### src/rtl/espc_pkg.sv
// Shared widths, codes and reset values for the encoder speed PI controller.
// No dependencies; compiled first.
package espc_pkg;

   // payload and register widths
   localparam int unsigned OP_W          = 1;
   localparam int unsigned PERIOD_W      = 16;
   localparam int unsigned TARGET_W      = 14;
   localparam int unsigned GAIN_W        = 8;
   localparam int unsigned KI_W          = 16;
   localparam int unsigned BAND_W        = 8;
   localparam int unsigned DUTY_W        = 8;
   localparam int unsigned SPEED_W       = 17;
   localparam int unsigned ERR_W         = 18;
   localparam int unsigned INTEG_W       = 24;
   localparam int unsigned CSR_IDX_W     = 3;
   localparam int unsigned CSR_DATA_W    = 16;

   // datapath widths
   localparam int unsigned DEN_W         = PERIOD_W;
   localparam int unsigned SPEED_CONST_W = 20;
   localparam int unsigned PROD_W        = INTEG_W + KI_W + 1;
   localparam int unsigned PTERM_W       = GAIN_W + 1 + ERR_W;
   localparam int unsigned DRIVE_W       = PTERM_W + 1;

   // defaults of the top-level parameters
   localparam int unsigned RING_DEPTH_DEF     = 32;
   localparam int unsigned PRESCALE_SHIFT_DEF = 3;

   localparam logic [SPEED_CONST_W-1:0] SPEED_CONST = 20'd625000;
   localparam logic [SPEED_W-1:0]       SPEED_MAX   = 17'h1FFFF;
   localparam logic [DUTY_W-1:0]        DUTY_MAX    = 8'd255;

   // register reset values
   localparam logic [TARGET_W-1:0] TARGET_RST = 14'd60;
   localparam logic [PERIOD_W-1:0] MIN_PER_RST = 16'd400;
   localparam logic [PERIOD_W-1:0] MAX_PER_RST = 16'd65535;
   localparam logic [GAIN_W-1:0]   KP_RST      = 8'd1;
   localparam logic [KI_W-1:0]     KI_RST      = 16'd655;
   localparam logic [BAND_W-1:0]   BAND_RST    = 8'd10;

   typedef enum logic [OP_W-1:0] {
      OP_PERIOD = 1'b0,
      OP_TICK   = 1'b1
   } op_type;

   typedef enum logic [CSR_IDX_W-1:0] {
      CSR_TARGET_SPEED = 3'd0,
      CSR_MIN_PERIOD   = 3'd1,
      CSR_MAX_PERIOD   = 3'd2,
      CSR_KP           = 3'd3,
      CSR_KI_Q16       = 3'd4,
      CSR_LED_BAND     = 3'd5
   } csr_index_type;

   typedef enum logic [3:0] {
      ST_IDLE,
      ST_RING_WR,
      ST_DIV_AVG,
      ST_AVG_DONE,
      ST_DIV_SPD,
      ST_SPD_DONE,
      ST_PI,
      ST_MUL,
      ST_DRIVE
   } state_type;

endpackage

### src/rtl/espc_if.sv
// Valid/ready channel interfaces: request, response and register write.
// Depends on espc_pkg.
interface espc_req_if import espc_pkg::*; ();
   logic                valid;
   logic                ready;
   logic [OP_W-1:0]     op;
   logic [PERIOD_W-1:0] period_ticks;

   modport source (output valid, op, period_ticks, input ready);
   modport sink   (input valid, op, period_ticks, output ready);
endinterface

interface espc_rsp_if import espc_pkg::*; ();
   logic                    valid;
   logic                    ready;
   logic [DUTY_W-1:0]       duty;
   logic [SPEED_W-1:0]      speed;
   logic signed [ERR_W-1:0] speed_error;
   logic                    far_flag;
   logic                    on_target;

   modport source (output valid, duty, speed, speed_error, far_flag, on_target,
                   input ready);
   modport sink   (input valid, duty, speed, speed_error, far_flag, on_target,
                   output ready);
endinterface

interface espc_csr_if import espc_pkg::*; ();
   logic                  valid;
   logic                  ready;
   logic [CSR_IDX_W-1:0]  index;
   logic [CSR_DATA_W-1:0] data;

   modport source (output valid, index, data, input ready);
   modport sink   (input valid, index, data, output ready);
endinterface

### src/rtl/encoder_speed_pi_controller_unit.sv
// Encoder speed PI controller: period ring, serial divider and PI datapath.
// Depends on espc_pkg and the channel interfaces in espc_if.sv.

// A period transaction (op 0) inside the open window (min_period, max_period)
// is written into a RING_DEPTH-entry ring held in a synchronous memory; the old
// entry is read back on acceptance and the new one written in RING_WR, so that a
// running sum of the ring stays current. A period outside the window is dropped
// and gives no response. A tick transaction (op 1) forms the ring average by a
// multiply with a rounded-up reciprocal of RING_DEPTH, then divides 625000 by it
// in a restoring divider of N = max(16 + clog2(RING_DEPTH), 20) bits, one
// quotient bit a cycle. A tick steps through DIV_AVG, AVG_DONE, DIV_SPD,
// SPD_DONE, PI, MUL and DRIVE; the response is loaded in DRIVE and the next
// transaction is taken in the cycle after. A zero average skips the divider. A
// response still waiting on the output holds the block in its last step until
// the response register frees. Ring entries start as zero through per-entry
// valid bits, so no clearing pass follows reset. Register writes are always
// taken and belong to idle periods only, which the user, not the block, ensures.
module encoder_speed_pi_controller_unit
   import espc_pkg::*;
#(
   parameter int unsigned RING_DEPTH     = RING_DEPTH_DEF,
   parameter int unsigned PRESCALE_SHIFT = PRESCALE_SHIFT_DEF
) (
   input  logic     clock,
   input  logic     reset,
   espc_req_if.sink   req_ch,
   espc_rsp_if.source rsp_ch,
   espc_csr_if.sink   csr_ch
);

   localparam int unsigned IDX_W = $clog2(RING_DEPTH);
   localparam int unsigned SUM_W = PERIOD_W + $clog2(RING_DEPTH);
   localparam int unsigned NUM_W = (SUM_W > SPEED_CONST_W) ? SUM_W : SPEED_CONST_W;
   localparam int unsigned CNT_W = $clog2(NUM_W + 1);
   // sum / RING_DEPTH as (sum * AVG_MUL) >> AVG_SHIFT, exact for any SUM_W-bit sum
   localparam int unsigned AVG_SHIFT = SUM_W + IDX_W;
   localparam int unsigned MUL_W     = SUM_W + 1;
   localparam logic [MUL_W-1:0] AVG_MUL =
      MUL_W'(((longint'(1) <<< AVG_SHIFT) / RING_DEPTH) + 1);

   // configuration registers
   logic [TARGET_W-1:0] target_ff;
   logic [PERIOD_W-1:0] min_per_ff;
   logic [PERIOD_W-1:0] max_per_ff;
   logic [GAIN_W-1:0]   kp_ff;
   logic [KI_W-1:0]     ki_ff;
   logic [BAND_W-1:0]   band_ff;

   state_type state_ff, state_in;

   // ring storage
   logic [PERIOD_W-1:0]   ring_mem [RING_DEPTH];
   logic [PERIOD_W-1:0]   ring_rd_ff;
   logic [RING_DEPTH-1:0] ring_valid_ff;
   logic [IDX_W-1:0]      ring_idx_ff;
   logic [SUM_W-1:0]      ring_sum_ff;
   logic [PERIOD_W-1:0]   period_ff;
   logic [PERIOD_W-1:0]   ring_old;
   logic [IDX_W-1:0]      ring_idx_in;

   // divider
   logic [NUM_W-1:0] quo_ff;
   logic [DEN_W-1:0] rem_ff;
   logic [DEN_W-1:0] den_ff;
   logic [CNT_W-1:0] div_cnt_ff;
   logic [DEN_W:0]   rem_sh;
   logic             div_ge;
   logic             div_last;
   logic [SUM_W+MUL_W-1:0] avg_prod;

   // PI datapath
   logic [SPEED_W-1:0]        speed_ff;
   logic signed [ERR_W-1:0]   err_ff;
   logic signed [INTEG_W-1:0] integ_ff;
   logic                      far_ff;
   logic signed [PROD_W-1:0]  prod_ff;
   logic signed [PTERM_W-1:0] pterm_ff;

   logic [NUM_W-1:0]          quo_sh;
   logic [PERIOD_W-1:0]       avg;
   logic signed [ERR_W-1:0]   err_in;
   logic [ERR_W-1:0]          err_mag;
   logic signed [INTEG_W:0]   integ_sum;
   logic signed [INTEG_W-1:0] integ_in;
   logic signed [PROD_W-1:0]  prod_adj;
   logic signed [PROD_W-17:0] iterm;
   logic signed [DRIVE_W-1:0] drive_sum;
   logic [DUTY_W-1:0]         duty_in;

   // response register
   logic                    rsp_valid_ff;
   logic [DUTY_W-1:0]       rsp_duty_ff;
   logic [SPEED_W-1:0]      rsp_speed_ff;
   logic signed [ERR_W-1:0] rsp_err_ff;
   logic                    rsp_far_ff;
   logic                    rsp_on_ff;

   // control
   logic req_ready;
   logic req_take;
   logic period_ok;
   logic out_free;
   logic out_load;

   assign req_take  = req_ch.valid && req_ready;
   assign period_ok = (req_ch.period_ticks > min_per_ff) && (req_ch.period_ticks < max_per_ff);
   assign out_free  = !rsp_valid_ff || rsp_ch.ready;

   // ---------------- state machine ----------------
   always_comb begin
      state_in = state_ff;
      unique case (state_ff)
         ST_IDLE: begin
            if (req_take) begin
               if (req_ch.op == OP_TICK) begin
                  state_in = ST_DIV_AVG;
               end else if (period_ok) begin
                  state_in = ST_RING_WR;
               end
            end
         end
         ST_RING_WR:  state_in = ST_IDLE;
         ST_DIV_AVG:  state_in = ST_AVG_DONE;
         ST_AVG_DONE: state_in = (avg == '0) ? ST_PI : ST_DIV_SPD;
         ST_DIV_SPD:  if (div_last) state_in = ST_SPD_DONE;
         ST_SPD_DONE: state_in = ST_PI;
         ST_PI:       state_in = ST_MUL;
         ST_MUL:      state_in = ST_DRIVE;
         ST_DRIVE:    if (out_free) state_in = ST_IDLE;
         default:     state_in = ST_IDLE;
      endcase
   end

   always_comb begin
      req_ready = 1'b0;
      out_load  = 1'b0;
      unique case (state_ff)
         ST_IDLE:  req_ready = 1'b1;
         ST_DRIVE: out_load  = out_free;
         default: begin
            req_ready = 1'b0;
            out_load  = 1'b0;
         end
      endcase
   end

   always_ff @(posedge clock) begin
      if (reset) begin
         state_ff <= ST_IDLE;
      end else begin
         state_ff <= state_in;
      end
   end

   // ---------------- configuration ----------------
   assign csr_ch.ready = 1'b1;

   always_ff @(posedge clock) begin
      if (reset) begin
         target_ff  <= TARGET_RST;
         min_per_ff <= MIN_PER_RST;
         max_per_ff <= MAX_PER_RST;
         kp_ff      <= KP_RST;
         ki_ff      <= KI_RST;
         band_ff    <= BAND_RST;
      end else if (csr_ch.valid) begin
         unique case (csr_index_type'(csr_ch.index))
            CSR_TARGET_SPEED: target_ff  <= csr_ch.data[TARGET_W-1:0];
            CSR_MIN_PERIOD:   min_per_ff <= csr_ch.data[PERIOD_W-1:0];
            CSR_MAX_PERIOD:   max_per_ff <= csr_ch.data[PERIOD_W-1:0];
            CSR_KP:           kp_ff      <= csr_ch.data[GAIN_W-1:0];
            CSR_KI_Q16:       ki_ff      <= csr_ch.data[KI_W-1:0];
            CSR_LED_BAND:     band_ff    <= csr_ch.data[BAND_W-1:0];
            default: ;
         endcase
      end
   end

   // ---------------- period ring ----------------
   // Read the entry about to be replaced on acceptance, write the new period over it next cycle.
   always_ff @(posedge clock) begin
      if (state_ff == ST_IDLE) begin
         ring_rd_ff <= ring_mem[ring_idx_ff];
      end
      if (state_ff == ST_RING_WR) begin
         ring_mem[ring_idx_ff] <= period_ff;
      end
   end

   assign ring_old    = ring_valid_ff[ring_idx_ff] ? ring_rd_ff : '0;
   assign ring_idx_in = (ring_idx_ff == IDX_W'(RING_DEPTH - 1)) ? '0 : ring_idx_ff + 1'b1;

   always_ff @(posedge clock) begin
      if (req_take) begin
         period_ff <= req_ch.period_ticks;
      end
   end

   always_ff @(posedge clock) begin
      if (reset) begin
         ring_valid_ff <= '0;
         ring_idx_ff   <= '0;
         ring_sum_ff   <= '0;
      end else if (state_ff == ST_RING_WR) begin
         ring_valid_ff[ring_idx_ff] <= 1'b1;
         ring_idx_ff <= ring_idx_in;
         ring_sum_ff <= ring_sum_ff - SUM_W'(ring_old) + SUM_W'(period_ff);
      end
   end

   // ---------------- average and serial divider ----------------
   assign avg_prod = quo_ff[SUM_W-1:0] * AVG_MUL;
   assign rem_sh   = {rem_ff, quo_ff[NUM_W-1]};
   assign div_ge   = rem_sh >= {1'b0, den_ff};
   assign div_last = div_cnt_ff == CNT_W'(NUM_W - 1);
   assign avg      = quo_ff[PERIOD_W-1:0];
   assign quo_sh   = quo_ff >> PRESCALE_SHIFT;

   always_ff @(posedge clock) begin
      if (state_ff == ST_IDLE) begin
         quo_ff     <= NUM_W'(ring_sum_ff);
      end else if (state_ff == ST_DIV_AVG) begin
         quo_ff     <= NUM_W'(avg_prod >> AVG_SHIFT);
      end else if (state_ff == ST_AVG_DONE) begin
         den_ff     <= avg;
         quo_ff     <= NUM_W'(SPEED_CONST);
         rem_ff     <= '0;
         div_cnt_ff <= '0;
      end else if (state_ff == ST_DIV_SPD) begin
         quo_ff     <= {quo_ff[NUM_W-2:0], div_ge};
         rem_ff     <= div_ge ? DEN_W'(rem_sh - {1'b0, den_ff}) : rem_sh[DEN_W-1:0];
         div_cnt_ff <= div_cnt_ff + 1'b1;
      end
   end

   always_ff @(posedge clock) begin
      if (state_ff == ST_AVG_DONE) begin
         speed_ff <= '0;
      end else if (state_ff == ST_SPD_DONE) begin
         speed_ff <= (quo_sh > NUM_W'(SPEED_MAX)) ? SPEED_MAX : quo_sh[SPEED_W-1:0];
      end
   end

   // ---------------- PI step ----------------
   assign err_in    = $signed(ERR_W'(target_ff)) - $signed(ERR_W'(speed_ff));
   assign err_mag   = err_in[ERR_W-1] ? ERR_W'(-err_in) : err_in;
   assign integ_sum = (INTEG_W+1)'(integ_ff) + (INTEG_W+1)'(err_in);

   always_comb begin
      if (integ_sum[INTEG_W] != integ_sum[INTEG_W-1]) begin
         integ_in = integ_sum[INTEG_W] ? {1'b1, {(INTEG_W-1){1'b0}}}
                                       : {1'b0, {(INTEG_W-1){1'b1}}};
      end else begin
         integ_in = integ_sum[INTEG_W-1:0];
      end
   end

   always_ff @(posedge clock) begin
      if (reset) begin
         integ_ff <= '0;
         far_ff   <= 1'b0;
      end else if (state_ff == ST_PI) begin
         integ_ff <= integ_in;
         if (err_mag > ERR_W'(band_ff)) begin
            far_ff <= 1'b1;
         end else if (err_mag < ERR_W'(band_ff)) begin
            far_ff <= 1'b0;
         end
      end
   end

   always_ff @(posedge clock) begin
      if (state_ff == ST_PI) begin
         err_ff <= err_in;
      end
      if (state_ff == ST_MUL) begin
         prod_ff  <= PROD_W'(integ_ff) * PROD_W'($signed({1'b0, ki_ff}));
         pterm_ff <= PTERM_W'($signed({1'b0, kp_ff})) * PTERM_W'(err_ff);
      end
   end

   // bias a negative product so the shift rounds toward zero
   assign prod_adj  = prod_ff + $signed({{(PROD_W-KI_W){1'b0}}, {KI_W{prod_ff[PROD_W-1]}}});
   assign iterm     = prod_adj[PROD_W-1:16];
   assign drive_sum = DRIVE_W'(pterm_ff) + DRIVE_W'(iterm);

   always_comb begin
      if (drive_sum < 0) begin
         duty_in = '0;
      end else if (drive_sum > $signed(DRIVE_W'(DUTY_MAX))) begin
         duty_in = DUTY_MAX;
      end else begin
         duty_in = drive_sum[DUTY_W-1:0];
      end
   end

   // ---------------- response register ----------------
   always_ff @(posedge clock) begin
      if (reset) begin
         rsp_valid_ff <= 1'b0;
      end else if (out_load) begin
         rsp_valid_ff <= 1'b1;
      end else if (rsp_ch.ready) begin
         rsp_valid_ff <= 1'b0;
      end
   end

   always_ff @(posedge clock) begin
      if (out_load) begin
         rsp_duty_ff  <= duty_in;
         rsp_speed_ff <= speed_ff;
         rsp_err_ff   <= err_ff;
         rsp_far_ff   <= far_ff;
         rsp_on_ff    <= (err_ff == '0);
      end
   end

   assign req_ch.ready       = req_ready;
   assign rsp_ch.valid       = rsp_valid_ff;
   assign rsp_ch.duty        = rsp_duty_ff;
   assign rsp_ch.speed       = rsp_speed_ff;
   assign rsp_ch.speed_error = rsp_err_ff;
   assign rsp_ch.far_flag    = rsp_far_ff;
   assign rsp_ch.on_target   = rsp_on_ff;

endmodule

### src/flat_wrapper.sv
// flat-port wrapper written by rule: the top's interface ports become plain ports
module encoder_speed_pi_controller_unit_flat import espc_pkg::*;
#(
   parameter int unsigned RING_DEPTH     = RING_DEPTH_DEF,
   parameter int unsigned PRESCALE_SHIFT = PRESCALE_SHIFT_DEF
)
  (clock, reset, req_ch_valid, req_ch_op, req_ch_period_ticks, req_ch_ready, rsp_ch_valid, rsp_ch_duty, rsp_ch_speed, rsp_ch_speed_error, rsp_ch_far_flag, rsp_ch_on_target, rsp_ch_ready, csr_ch_valid, csr_ch_index, csr_ch_data, csr_ch_ready);
  espc_req_if req_ch_i ();
  espc_rsp_if rsp_ch_i ();
  espc_csr_if csr_ch_i ();
  input  logic clock;
  input  logic reset;
  input wire logic [$bits(req_ch_i.valid)-1:0] req_ch_valid;
  input wire logic [$bits(req_ch_i.op)-1:0] req_ch_op;
  input wire logic [$bits(req_ch_i.period_ticks)-1:0] req_ch_period_ticks;
  output wire logic [$bits(req_ch_i.ready)-1:0] req_ch_ready;
  output wire logic [$bits(rsp_ch_i.valid)-1:0] rsp_ch_valid;
  output wire logic [$bits(rsp_ch_i.duty)-1:0] rsp_ch_duty;
  output wire logic [$bits(rsp_ch_i.speed)-1:0] rsp_ch_speed;
  output wire logic [$bits(rsp_ch_i.speed_error)-1:0] rsp_ch_speed_error;
  output wire logic [$bits(rsp_ch_i.far_flag)-1:0] rsp_ch_far_flag;
  output wire logic [$bits(rsp_ch_i.on_target)-1:0] rsp_ch_on_target;
  input wire logic [$bits(rsp_ch_i.ready)-1:0] rsp_ch_ready;
  input wire logic [$bits(csr_ch_i.valid)-1:0] csr_ch_valid;
  input wire logic [$bits(csr_ch_i.index)-1:0] csr_ch_index;
  input wire logic [$bits(csr_ch_i.data)-1:0] csr_ch_data;
  output wire logic [$bits(csr_ch_i.ready)-1:0] csr_ch_ready;
  assign req_ch_i.valid = req_ch_valid;
  assign req_ch_i.op = req_ch_op;
  assign req_ch_i.period_ticks = req_ch_period_ticks;
  assign req_ch_ready = req_ch_i.ready;
  assign rsp_ch_valid = rsp_ch_i.valid;
  assign rsp_ch_duty = rsp_ch_i.duty;
  assign rsp_ch_speed = rsp_ch_i.speed;
  assign rsp_ch_speed_error = rsp_ch_i.speed_error;
  assign rsp_ch_far_flag = rsp_ch_i.far_flag;
  assign rsp_ch_on_target = rsp_ch_i.on_target;
  assign rsp_ch_i.ready = rsp_ch_ready;
  assign csr_ch_i.valid = csr_ch_valid;
  assign csr_ch_i.index = csr_ch_index;
  assign csr_ch_i.data = csr_ch_data;
  assign csr_ch_ready = csr_ch_i.ready;
  encoder_speed_pi_controller_unit #(.RING_DEPTH(RING_DEPTH), .PRESCALE_SHIFT(PRESCALE_SHIFT)) u_core (.clock(clock), .reset(reset), .req_ch(req_ch_i), .rsp_ch(rsp_ch_i), .csr_ch(csr_ch_i));
endmodule
### config.mk
export PLATFORM = sky130hd
export DESIGN_NAME = encoder_speed_pi_controller_unit_flat
export DESIGN_NICKNAME = d
export VERILOG_FILES = /design/src/rtl/espc_pkg.sv /design/src/rtl/espc_if.sv /design/src/rtl/encoder_speed_pi_controller_unit.sv /design/src/flat_wrapper.sv
export SDC_FILE = /design/constraint.sdc
export NUM_CORES = 2
export LEC_CHECK = 0
export ABC_CLOCK_PERIOD_IN_PS = 8200
export BUFFER_PORTS_ARGS = -buffer_cell sky130_fd_sc_hd__buf_2
export CAP_MARGIN = 20
export CELL_PAD_IN_SITES_DETAIL_PLACEMENT = 0
export CELL_PAD_IN_SITES_GLOBAL_PLACEMENT = 1
export CORE_UTILIZATION = 53
export CTS_CLUSTER_SIZE = 20
export DETAILED_ROUTE_END_ITERATION = 12
export PLACE_DENSITY = 0.94
export SYNTH_ARGS = -nofsm -noshare
export SYNTH_HDL_FRONTEND = slang
export SYNTH_SLANG_ARGS = --single-unit
### constraint.sdc
create_clock -name clock -period 8.2 [get_ports clock]
set_input_delay 0.41 -clock clock [delete_from_list [all_inputs] [get_ports clock]]
set_output_delay 0.41 -clock clock [all_outputs]
set_load 0.05 [all_outputs]
==> impl_metrics.csv <==
group,metric,value,unit
synth,ys_top_cells_by_area,"edfxtp_1 37%, fa_1 17%, ha_1 6.7%",
synth,synth_common_cells,"814 x inv_1, 733 x edfxtp_1, 579 x nand2_1",
layout,n_antenna_cell,0,
setup_path,crit_start,"u_core.ki_ff[4]",
floorplanning,ios,89,
worst_hold_path,worst_hold_path.endpoint,"u_core.period_ff[1]",
setup_path,critPathKind,"reg2reg",
setup_path,cp-end-kind,"flip-flop",
floorplanning,core,0.112,mm²
global_routing,grt-busiest-layer,"met2",
synth,synthesis.area,0.0601,mm²
sta,setup_viol,0,
cts,clk_path_buf_depth,3,
floorplanning,fp-row-count,123,
setup_path,reg2reg_slack,770,ps
sta,period_share,90.6,%
setup_path,crit_path_start_kind,"flip-flop",
global_routing,grt_max_degree,83,
cts,cts_tree,"yes",
place,portBuffers,87,
setup_path,r2r_cells,24,
global_routing,gr-usage-all-layers,27.5,%
setup_path,crit_arrival,7890,ps
setup_path,timing.rr.end,"u_core.prod_ff[40]",
routing,remaining_drc_errors,0,
global_routing,met2_usage,44.4,%
synth,ys_types,81,
layout,nets,6281,
layout,fillers,8882,
synth,synth_warnings,0,
synth,synth.most_common_cell,"inv_1",
synth,ys_seq_area_share,42.7,%
flow_run,maxCapViolCount,0,
layout,syn2layout_area_growth,9.81,%
cts,clock_sinks,916,
sta,hold_viol,0,
global_routing,met1_usage,36.8,%
routing,viasPerCell,5.86,
global_routing,use_met3,5.74,%
worst_hold_path,min_path_cells,1,
synth,synth_edf_count,733,
sta,fmax,0.135,GHz
floorplanning,initial_core_util,53.5,%
sta,worst_pin_slew,1150,ps
floorplanning,die_y,339,µm
sta,final_max_slew_viol_count,0,
sta,slew_headroom,22.8,%
synth,syn_inst,5299,
synth,syn_area_per_cell,11.4,µm²
setup_path,r2r-start,"u_core.ki_ff[4]",
cts,cts_resized,0,
synth,yosys.area.top_type,"edfxtp_1",
cts,cts.clk_slew.worst_paths,70,ps
setup_path,worstPathMaxFanout,14,
routing,wire_per_inst,22.2,µm
synth,ys_ff_latch,916,
cts,clock_latency,720,ps
cts,cts_buffers,91,
sta,setup_tns,0,ps
floorplanning,dieWidth,339,µm
worst_hold_path,hp-class,"in2reg",
synth,synth_ff_type,"edfxtp_1",
routing,ant_nets,0,
global_routing,antenna_found_initial,6,
routing,via_count,41000,
outcome,status,"finished clean",
floorplanning,die_area,0.115,mm²
synth,synth_top_area_share,36.6,%
routing,wl,155,mm
setup_path,required,8660,ps
power,leakagePower,27.1,nW
cts,cts_max_level,3,
global_routing,grt_pass1_vias,41600,
worst_hold_path,hp-start,"req_ch_period_ticks[1]",
place,finalWeightedCongestion,0.910,
layout,layout-drive-gt1-share,9.84,%
cts,cts-root-buf,"clkbuf_16",
synth,synth_nets,6171,
global_routing,grt_pass1_wl,243,mm
sta,rsz0062_at_grt,"no",
routing,drt_iter0_markers,4251,
place,place_hpwl,108,mm
routing,firstDrtPassIters,8,
global_routing,grt_overflow,0,
power,ir_worst_vdd,0.210,mV
power,p_total,12.7,mW
sta,fin_worst_skew,87.1,ps
synth,async_flop_share,0,%
power,cellPowerDensity,192,mW/mm²
sta,period_needed,7430,ps
## what timing repair did
| item | 4_1_cts | 5_1_grt |
|---|---|---|
| hold endpoints to repair | 4 | 0 |
| buffers inserted | 0 | 0 |
| hold buffers | 4 | 0 |
## worst max path at each step
stage,end,cells after the start
floorplan,u_core.prod_ff[40],25
global placement,u_core.prod_ff[40],24
detailed placement,u_core.prod_ff[40],24
CTS,u_core.prod_ff[40],24
global route,u_core.prod_ff[40],24
finish,u_core.prod_ff[40],24
## worst max-delay path, stage by stage (launching register included)
cell,delay [ps]
dfxtp_1,650
buf_4,310
nand2_1,100
fa_1,530
inv_1,50
fa_1,480
inv_1,50
fa_1,500
inv_1,50
fa_1,470
inv_1,60
fa_1,530
inv_1,50
fa_1,480
ha_1,360
nand4_1,170
a311oi_1,100
o41a_1,480
a221o_1,420
a31oi_4,280
nor4_1,120
o41a_1,430
a211o_1,290
a21oi_2,170
xnor2_1,90
## cells in the final DEF (no fill, tap or decap), types with 86 or more instances in the layout
cell       Yosys  layout
inv_1        814     814
edfxtp_1     733     733
nand2_1      579     579
fa_1         511     511
nor2_1       346     341
ha_1         320     320
and2_1       244     244
a21oi_1      219     219
dfxtp_1      183     181
mux4_2       136     136
xnor2_1      122     122
buf_4          1     122
o21ai_0      110     110
clkbuf_16      0      92
buf_2          0      86
## registers in the layout (all words and copies together), names as in the netlist, 8 cells and up
signal / cells
u_core.rsp_ch.speed: 17
u_core.kp_ff: 8
u_core.ki_ff: 16
u_core.quo_ff: 21
u_core.ring_rd_ff: 16
u_core.ring_mem: 512
u_core.min_per_ff: 16
u_core.rem_ff: 16
u_core.integ_ff: 24
u_core.pterm_ff: 27
u_core.rsp_ch.duty: 8
u_core.den_ff: 16
u_core.band_ff: 8
u_core.ring_valid_ff: 32
u_core.period_ff: 16
u_core.prod_ff: 41
u_core.err_ff: 18
u_core.speed_ff: 17
u_core.max_per_ff: 16
u_core.target_ff: 14
u_core.ring_sum_ff: 21
u_core.rsp_ch.speed_error: 18
## through the flow
stage / area [µm²] / hold WS, ps / setup slack, ps / instances / utilization [%]
global placement: 62700 / 439 / 837 / 6808 / 55.7
global route: 66000 / 23.5 / 385 / 6987 / 58.7
finish: 66000 / 36.0 / 770 / 6987 / 58.7
detailed placement: 62700 / 448 / 744 / 6808 / 55.7
floorplan: 60100 / 424 / 1140 / 5299 / -
CTS: 65900 / 7.11 / 809 / 6983 / 58.6
## final cells by class
| class | count | area (µm²) | share of cell area (%) |
|---|---|---|---|
| clock buffer | 110 | 2450 | 3.71 |
| clock inverter | 61 | 773 | 1.17 |
| inverter | 817 | 3070 | 4.64 |
| multi-input combinational | 3367 | 30700 | 46.5 |
| sequential | 916 | 25700 | 38.9 |
| tap | 1500 | 1880 | 2.84 |
| timing repair buffer | 216 | 1480 | 2.25 |
## layer usage
layer | vias to the layer above | part of all wire [%]
met2 | 1957 | 47
met4 | 8 | 4.0
met5 | - | 0.032
met1 | 20500 | 39
met3 | 407 | 9.9
li1 | 18100 | -
## power by group
| group | switching (mW) | internal [mW] |
|---|---|---|
| clock | 1.96 | 2.50 |
| combinational | 1.80 | 1.03 |
| sequential | 0.166 | 5.24 |
## kinds of logic after synthesis
group	synth area share [%]
other	0.00623
and+or+nand+nor	11.5
buffers and inverters	6.35
adders and majority gates	23.7
AOI/OAI and AO/OA	7.67
muxes	5.66
DFF	42.7
xor gates and xnor gates	2.46
Note: power is estimated with default switching activity, not from simulation.
